### src/lprl_pkg.sv
package lprl_pkg;

    localparam int LPRL_ENTRIES   = 16;
    localparam int LPRL_NUM_PORTS = 4;

    localparam int ADDR_W = 32;
    localparam int IDX_W  = 4;
    localparam int PORT_W = 2;
    localparam int LEN_W  = 6;

    localparam logic CMD_WRITE  = 1'b0;
    localparam logic CMD_LOOKUP = 1'b1;

    // One item as it moves down the cell row: the command with its payload,
    // plus the best match found so far for a lookup.
    typedef struct packed {
        logic              vld;
        logic              cmd;
        logic [IDX_W-1:0]  idx;
        logic [ADDR_W-1:0] prefix;
        logic [ADDR_W-1:0] mask;
        logic [ADDR_W-1:0] gateway;
        logic [PORT_W-1:0] port;
        logic              slot_vld;
        logic [LEN_W-1:0]  mask_len;
        logic [ADDR_W-1:0] addr;
        logic              found;
        logic [LEN_W-1:0]  best_len;
        logic [ADDR_W-1:0] best_gw;
        logic [PORT_W-1:0] best_port;
    } t_item;

    // Ones count of a 32-bit mask: per-byte counts, then a four-way add.
    function automatic logic [LEN_W-1:0] count_ones(input logic [ADDR_W-1:0] v);
        logic [3:0]       byte_cnt [4];
        logic [LEN_W-1:0] total;
        for (int b = 0; b < 4; b++) begin
            byte_cnt[b] = '0;
            for (int k = 0; k < 8; k++) begin
                byte_cnt[b] = byte_cnt[b] + {3'b000, v[b*8+k]};
            end
        end
        total = {2'b00, byte_cnt[0]} + {2'b00, byte_cnt[1]}
              + {2'b00, byte_cnt[2]} + {2'b00, byte_cnt[3]};
        return total;
    endfunction

endpackage

### src/longest_prefix_route_lookup_core.sv
// IPv4 longest-prefix route table, one slot per cell in a row of ENTRIES cells.
// Input: an item is taken when start is high and busy is low. i_command selects
// a slot write (slot_* fields) or a lookup (i_lookup_address).
// Writes give no result. Each lookup gives one result, shown for exactly one
// cycle with o_done high: o_hit, o_next_hop, o_out_port, o_prefix_length.
// Every item walks the row one cell per cycle; the cell holding slot k compares
// against a lookup as it passes, or stores a write aimed at slot k. Items stay
// in order, so a lookup sees exactly the writes taken before it.
// o_done rises once a lookup has passed the registers of all ENTRIES cells.
// Throughput: one item (write or lookup) per cycle while busy is low, set by the
// one-cell step of the row; busy is high during reset and in the cycle after it.
// Reset (synchronous, i_rst_n low) clears all slot valid bits and drops every
// item in flight. The receiver cannot stall; results must be taken when shown.
// On a miss all result fields read zero. Ties in length go to the lowest slot.
module longest_prefix_route_lookup_core
    import lprl_pkg::*;
#(
    parameter int ENTRIES   = LPRL_ENTRIES,
    parameter int NUM_PORTS = LPRL_NUM_PORTS
) (
    input  logic              i_clk,
    input  logic              i_rst_n,
    input  logic              start,
    output logic              busy,
    input  logic              i_command,
    input  logic [IDX_W-1:0]  i_slot_index,
    input  logic [ADDR_W-1:0] i_slot_prefix,
    input  logic [ADDR_W-1:0] i_slot_mask,
    input  logic [ADDR_W-1:0] i_slot_gateway,
    input  logic [PORT_W-1:0] i_slot_port,
    input  logic              i_slot_valid,
    input  logic [ADDR_W-1:0] i_lookup_address,
    output logic              o_done,
    output logic              o_hit,
    output logic [ADDR_W-1:0] o_next_hop,
    output logic [PORT_W-1:0] o_out_port,
    output logic [LEN_W-1:0]  o_prefix_length
);

    logic  r_busy;
    logic  w_accept;
    t_item w_chain [ENTRIES+1];
    t_item w_last;

    always_ff @(posedge i_clk) begin
        if (!i_rst_n) begin
            r_busy <= 1'b1;
        end else begin
            r_busy <= 1'b0;
        end
    end

    assign busy     = r_busy;
    assign w_accept = start && !r_busy;

    always_comb begin
        w_chain[0]          = '0;
        w_chain[0].vld      = w_accept;
        w_chain[0].cmd      = i_command;
        w_chain[0].idx      = i_slot_index;
        w_chain[0].prefix   = i_slot_prefix;
        w_chain[0].mask     = i_slot_mask;
        w_chain[0].gateway  = i_slot_gateway;
        w_chain[0].port     = i_slot_port;
        if (32'(i_slot_port) >= 32'(NUM_PORTS)) begin
            w_chain[0].port = PORT_W'(NUM_PORTS - 1);
        end
        w_chain[0].slot_vld = i_slot_valid;
        w_chain[0].mask_len = count_ones(i_slot_mask);
        w_chain[0].addr     = i_lookup_address;
    end

    for (genvar g = 0; g < ENTRIES; g++) begin : g_cell
        lprl_cell #(
            .CELL_ID (g)
        ) u_cell (
            .i_clk  (i_clk),
            .i_rst_n(i_rst_n),
            .i_item (w_chain[g]),
            .o_item (w_chain[g+1])
        );
    end

    assign w_last = w_chain[ENTRIES];

    always_comb begin
        o_done          = w_last.vld && (w_last.cmd == CMD_LOOKUP);
        o_hit           = o_done && w_last.found;
        o_next_hop      = '0;
        o_out_port      = '0;
        o_prefix_length = '0;
        if (w_last.found) begin
            o_next_hop      = (w_last.best_gw != '0) ? w_last.best_gw : w_last.addr;
            o_out_port      = w_last.best_port;
            o_prefix_length = w_last.best_len;
        end
    end

    a_done_has_source: assert property (@(posedge i_clk) disable iff (!i_rst_n)
        o_done |-> $past(w_accept && (i_command == CMD_LOOKUP), ENTRIES))
        else $error("result without a lookup taken ENTRIES cycles earlier");

    a_lookup_answered: assert property (@(posedge i_clk) disable iff (!i_rst_n)
        (w_accept && (i_command == CMD_LOOKUP)) |-> ##ENTRIES o_done)
        else $error("lookup taken but no result after ENTRIES cycles");

    a_hit_fields_sane: assert property (@(posedge i_clk) disable iff (!i_rst_n)
        o_hit |-> ((o_prefix_length <= LEN_W'(32))
                   && (32'(o_out_port) < 32'(NUM_PORTS))))
        else $error("hit with out-of-range length or port");

endmodule

### src/lprl_cell.sv
module lprl_cell
    import lprl_pkg::*;
#(
    parameter int CELL_ID = 0
) (
    input  logic  i_clk,
    input  logic  i_rst_n,
    input  t_item i_item,
    output t_item o_item
);

    logic              r_valid;
    logic [ADDR_W-1:0] r_prefix;
    logic [ADDR_W-1:0] r_mask;
    logic [ADDR_W-1:0] r_gw;
    logic [PORT_W-1:0] r_port;
    logic [LEN_W-1:0]  r_len;

    logic  r_vld;
    t_item r_item;
    t_item n_item;

    logic w_wr;
    logic w_match;
    logic w_take;

    always_comb begin
        w_wr    = i_item.vld && (i_item.cmd == CMD_WRITE)
                  && (32'(i_item.idx) == 32'(CELL_ID));
        w_match = r_valid && (((i_item.addr ^ r_prefix) & r_mask) == '0);
        // strictly longer only: an equal length leaves the lower slot in place
        w_take  = (i_item.cmd == CMD_LOOKUP) && w_match
                  && (!i_item.found || (r_len > i_item.best_len));
        n_item = i_item;
        if (w_take) begin
            n_item.found     = 1'b1;
            n_item.best_len  = r_len;
            n_item.best_gw   = r_gw;
            n_item.best_port = r_port;
        end
    end

    always_ff @(posedge i_clk) begin
        if (!i_rst_n) begin
            r_valid <= 1'b0;
            r_vld   <= 1'b0;
        end else begin
            r_vld <= i_item.vld;
            if (w_wr) begin
                r_valid <= i_item.slot_vld;
            end
        end
    end

    always_ff @(posedge i_clk) begin
        r_item <= n_item;
        if (w_wr) begin
            r_prefix <= i_item.prefix;
            r_mask   <= i_item.mask;
            r_gw     <= i_item.gateway;
            r_port   <= i_item.port;
            r_len    <= i_item.mask_len;
        end
    end

    always_comb begin
        o_item     = r_item;
        o_item.vld = r_vld;
    end

endmodule
### config.mk
export PLATFORM = sky130hd
export DESIGN_NAME = longest_prefix_route_lookup_core
export DESIGN_NICKNAME = d
export VERILOG_FILES = /design/src/lprl_pkg.sv /design/src/longest_prefix_route_lookup_core.sv /design/src/lprl_cell.sv
export SDC_FILE = /design/constraint.sdc
export NUM_CORES = 2
export LEC_CHECK = 0
export ABC_CLOCK_PERIOD_IN_PS = 15940
export BUFFER_PORTS_ARGS = -buffer_cell sky130_fd_sc_hd__buf_2
export CORE_AREA = 2 2 486 488
export CTS_BUF_LIST = sky130_fd_sc_hd__clkbuf_4
export CTS_CLUSTER_DIAMETER = 150
export DETAILED_ROUTE_END_ITERATION = 7
export DIE_AREA = 0 0 488 490
export PLACE_DENSITY = 0.81
export SLEW_MARGIN = 20
export SYNTH_ARGS = -nofsm -noshare
export SYNTH_HDL_FRONTEND = slang
export SYNTH_SLANG_ARGS = --single-unit
### constraint.sdc
create_clock -name i_clk -period 15.94 [get_ports i_clk]
set_clock_uncertainty 0.1 [all_clocks]
set_input_delay 3.188 -clock i_clk [delete_from_list [all_inputs] [get_ports i_clk]]
set_output_delay 3.188 -clock i_clk [all_outputs]
set_load 0.1 [all_outputs]
After elaboration in Yosys (flattened, before gate mapping)
Index checks and enable logic that the tools add are counted.

Magnitude comparators: 15. Eq/ne operators: 15. Reduce and logical (&&, ||, !) cells: 131. Add/sub/neg operators: 31. Muxes and demuxes: 21. Bitwise gates (word level): 48.

Operator list (number): 40-bit 2-to-1 mux (15); 32-bit AND (16); 32-bit logical NOT (16); 32-bit bitwise XOR (16); 6-bit > comparator (15); 1-bit logical AND (82); 4-bit by 1-bit adder with 4-bit output (16); 32-bit 2-to-1 mux (2); 41-bit 2-to-1 mux (1); 4-bit == test (second input constant) (8); 32-bit nonzero test (1); 3-bit by 1-bit adder with 4-bit output (4); 4-bit by 3-bit == test with 1-bit output (second input constant) (4); 1-bit logical NOT (16); 1-bit NOT (16); 1-bit logical OR (15); 2-bit by 1-bit adder with 3-bit output (4); 1-bit by 1-bit adder with 2-bit output (4); 4-bit by 2-bit == test with 1-bit output (second input constant) (2); 5-bit by 4-bit adder with 6-bit output (1); 6-bit by 4-bit adder with 6-bit output (1); 6-bit 2-to-1 mux (1); 4-bit by 4-bit adder with 5-bit output (1); 4-bit by 1-bit == test with 1-bit output (second input constant) (1); other kinds (3) (3).

Output and inout bits: 43. Bits in registers: 4516. Input port bits: 139.

Depth between registers and ports, before layout
Depth after elaboration: 10. Depth in mapped cells: 14. Mapped depth without buffers: 14.

Hierarchy
Synthesis repeated with hierarchy kept, for this count alone.

Cell total of the unflattened synthesis: 6877. Area total of the unflattened synthesis: 132057.9 um^2.

Modules (own cells, without submodules): lprl_cell (g_cell[11].u_cell ...) (area an instance 8160.3 um^2, cells an instance 417, times used 6, seq. area each 6826.5 um^2); lprl_cell (g_cell[5].u_cell ...) (area an instance 8162.8 um^2, cells an instance 417, times used 3, seq. area each 6826.5 um^2); lprl_cell (g_cell[4].u_cell ...) (area an instance 8166.6 um^2, cells an instance 417, times used 2, seq. area each 6826.5 um^2); lprl_cell (g_cell[15].u_cell ...) (area an instance 8157.8 um^2, cells an instance 417, times used 2, seq. area each 6826.5 um^2); lprl_cell (g_cell[10].u_cell) (area an instance 8171.6 um^2, cells an instance 418, times used 1, seq. area each 6826.5 um^2); lprl_cell (g_cell[0].u_cell) (area an instance 8160.3 um^2, cells an instance 418, times used 1, seq. area each 6826.5 um^2); lprl_cell (g_cell[12].u_cell) (area an instance 8159.1 um^2, cells an instance 417, times used 1, seq. area each 6826.5 um^2); longest_prefix_route_lookup_core (area an instance 1467.7 um^2, cells an instance 203, times used 1, seq. area each 20.0 um^2).

Worst setup path after synthesis
Ideal clock, no wire load.

Kind: input to register. Start point: in i_slot_index[3]. End point: reg g_cell[0].u_cell.r_valid. Setup slack: 1.164 ns. Cell stages on the path: 4. Library setup time: 0.127 ns. Data arrival time: 14.549 ns. Path buffers: 0. Data required time: 15.713 ns. Cell sequence: or4b_2 > nor4_1 > mux2i_1 > nor2_1.

Word-level cells in the longest chain between the ends: 2.

RTL lines: start: declaration (line longest_prefix_route_lookup_core.sv:26) `input logic [IDX_W-1:0] i_slot_index,`; 4-bit logical NOT (line lprl_cell.sv:29) `&& (32'(i_item.idx) == 32'(CELL_ID));`; 1-bit logical AND (line lprl_cell.sv:29); via g_cell[0].u_cell.w_wr (line lprl_cell.sv:23) `logic w_wr;`; end signal: assignment (line lprl_cell.sv:50) `r_valid <= i_item.slot_vld;`; end: declaration (line lprl_cell.sv:12) `logic r_valid;`.

The timed path passes the listed nets, and every way through them passes these cells. A chain may end at the register's enable or synchronous reset.

Final worst setup path
Start point: reg g_cell[15].u_cell.r_item (netlist bit g_cell[15].u_cell.o_item[28]). End point: out o_next_hop[7].

Word-level cells in the longest chain between the ends: 3.

RTL lines: start: declaration (line lprl_cell.sv:20) `t_item r_item;`; start signal: assignment (line lprl_cell.sv:56) `r_item <= n_item;`; 32-bit nonzero test (line longest_prefix_route_lookup_core.sv:93) `o_next_hop = (w_last.best_gw != '0) ? w_last.best_gw : w_last.addr;`; 32-bit 2-to-1 mux (line longest_prefix_route_lookup_core.sv:93); 32-bit 2-to-1 mux (line longest_prefix_route_lookup_core.sv:92) `if (w_last.found) begin`; end: declaration (line longest_prefix_route_lookup_core.sv:35) `output logic [ADDR_W-1:0] o_next_hop,`.

No other way between the ends.

==> reports/qor.yml <==
clock_network:
  cts_tree: "yes"
  cts_setup_buffers: 0
  postCtsHoldBufs: 0
  cts_buffer_depth: 4
  clock_latency_ps: 1520
  clock_sinks: 4516
  cts_buffers: 962
  path_clk_slew_ps: 70
  htreeDepth: 6
  cts-root-buf: "clkbuf_4"
  cts_resized: 0
timing:
  setup_viol: 0
  whs_ps: 187
  period_needed_ps: 6610
  maxSlewHeadroom: 0.275
  tightest_slew_ps: 1090
  period_share: 0.415
  fmax_mhz: 151
  timing.setup.tns_ps: 0
  rsz0062_at_grt: "false"
  slew_viol_final: 0
  finalHoldViolCount: 0
routing:
  drt_iter0_drc: 4145
  antenna_left: 0
  route.detailed.drc: 0
  viasPerCell: 4.79
  wl_per_cell_um: 20.0
  firstDrtPassIters: 6
  vias: 56800
  wl_mm: 237
logic_synthesis:
  synth-seq-cells: 4516
  async_flop_share: 0
  ys_warn_count: 0
  synth_area_per_cell_um2: 19.0
  ys_seq_area_frac: 0.836
  synth_cells: 6752
  synthDominantCellAreaShare: 0.446
  synth_edf_count: 1664
  syn_nets: 7012
  synth_area_leaders: "dfxtp_1 45%, edfxtp_1 39%, mux2_4 4.4%"
  synth_area_um2: 128000
  ys_types: 51
  ys.flop_type: "dfxtp_1"
  yosysTopAreaCell: "dfxtp_1"
grt:
  grt_first_pass_wirelength_mm: 356
  grt_pass1_vias: 61100
  met1_usage: 0.254
  busiest_layer: "met2"
  use_met3: 0.0413
  grt_max_degree: 72
  grtUsageMet2: 0.316
  grt_overflow: 0
  antenna_found_initial: 6
  grt_usage: 0.195
layout:
  layout_common_cells: "2852 x dfxtp_1, 1664 x edfxtp_1, 1613 x clkbuf_4"
  fillers: 15300
  drive_gt1_frac: 0.292
  layout.nets: 8128
  instances_no_fill: 11800
  final_common_cell: "dfxtp_1"
  area_growth_pct: 13.9
placed_design:
  dpl.hpwl_mm: 160
  place_inst: 10100
  io_buffers: 181
  routabilityCongestion: 0.865
floorplan:
  die_y_um: 490
  pin_count: 182
  rows: 178
  initial_core_util: 0.547
  core_um2: 234000
  die_w_um: 488
  dieArea_um2: 239000
critical_path:
  required_ps: 12650
  worst-path-max-fanout: 32
  crit_type: "reg2out"
  worst_ep_arrival_time_ps: 3330
  crit_path_start_kind: "register"
  crit_path_end_kind: "output pin"
power:
  ir_drop_v: 0.000106
  power-per-cell-area_nw_per_um2: 150
  power.leakage_nw: 58.1
run_status:
  outcome: "complete, no violations"
hold_path:
  hp-class: "reg2reg"
flow_run:
  max_cap_viol_count: 0
-- report_power, final --
part | switching [mW] | total, mW | internal, mW
logic | 0.190 | 0.339 | 0.150
clock network | 4.10 | 8.87 | 4.77
registers | 0.290 | 12.7 | 12.4
total | 4.58 | 21.9 | 17.3
-- area by class of cell --
cell class | instances | area (um^2) | area share
multi-input cells | 1964 | 19700 | 0.135
repair buffers | 226 | 1260 | 0.00861
well taps | 3150 | 3940 | 0.0270
flip-flops and latches | 4516 | 107000 | 0.734
inverters | 198 | 743 | 0.00509
clock buffers | 1613 | 12100 | 0.0830
clock inverters | 171 | 1050 | 0.00721
diodes | 9 | 22.5 | 0.000154
-- state kept, by name, summed over array words and instances, names as in the netlist --
signal,count
g_cell.u_cell.o_item,2819
g_cell.u_cell.r_gw,512
g_cell.u_cell.r_mask,512
g_cell.u_cell.r_prefix,512
g_cell.u_cell.r_len,96
g_cell.u_cell.r_port,32
g_cell.u_cell.r_valid,16
g_cell.u_cell.r_vld,16
busy,1
-- metrics by stage --
| stage | utilization | power (mW) | cell area, um^2 | setup WS (ps) |
|---|---|---|---|---|
| floorplan | - | 13.0 | 128000 | 1160 |
| global placement | 0.567 | 13.2 | 133000 | 7950 |
| detailed placement | 0.567 | 13.3 | 133000 | 7980 |
| CTS | 0.623 | 22.1 | 146000 | 9140 |
| global route | 0.623 | 22.7 | 146000 | 9020 |
| finish | 0.623 | 21.9 | 146000 | 9330 |
-- synthesized netlist by cell type, drive strengths merged, types with 30 or more instances --
master,instances
edfxtp,1664
mux2,600
ha,97
nor2,81
nor2b,48
inv,197
nand3,30
nand4,63
buf,61
a21oi,66
xor2,513
a21o,32
a22oi,212
dfxtp,2852
-- routing by layer --
metal	part of all wire	wire length (um)	up-vias
li1	-	-	26800
met1	0.44	104000	27800
met2	0.48	114000	1736
met3	0.048	11500	369
met4	0.033	7720	4
met5	0.000072	17	-
-- worst max-delay path, cell delays in order, from the launching register on --
cell	delay, ps
dfxtp_1	320
nor4_1	290
nand4_1	140
nor2_1	120
buf_4	310
a21oi_1	160
nor2b_1	120
buf_2	440
-- logic make-up after synthesis --
family          synth area share
mux                       0.0651
buf+inv                   0.0113
compound gates            0.0234
fa+ha+maj                 0.0132
xor+xnor                  0.0352
simple gates              0.0155
flops                      0.836
-- worst paths after layout --
check / from / depth (start not counted) / end / slack [ps]
min reg2reg: g_cell[9].u_cell.o_item[58] / 0 / g_cell[10].u_cell.o_item[58] / 190
min: g_cell[9].u_cell.o_item[58] / 0 / g_cell[10].u_cell.o_item[58] / 190
max reg2reg: g_cell[4].u_cell.r_prefix[28] / 6 / g_cell[4].u_cell.o_item[10] / 12070
max: g_cell[15].u_cell.o_item[28] / 7 / o_next_hop[7] / 9330
Note: power is estimated with default switching activity, not from simulation.
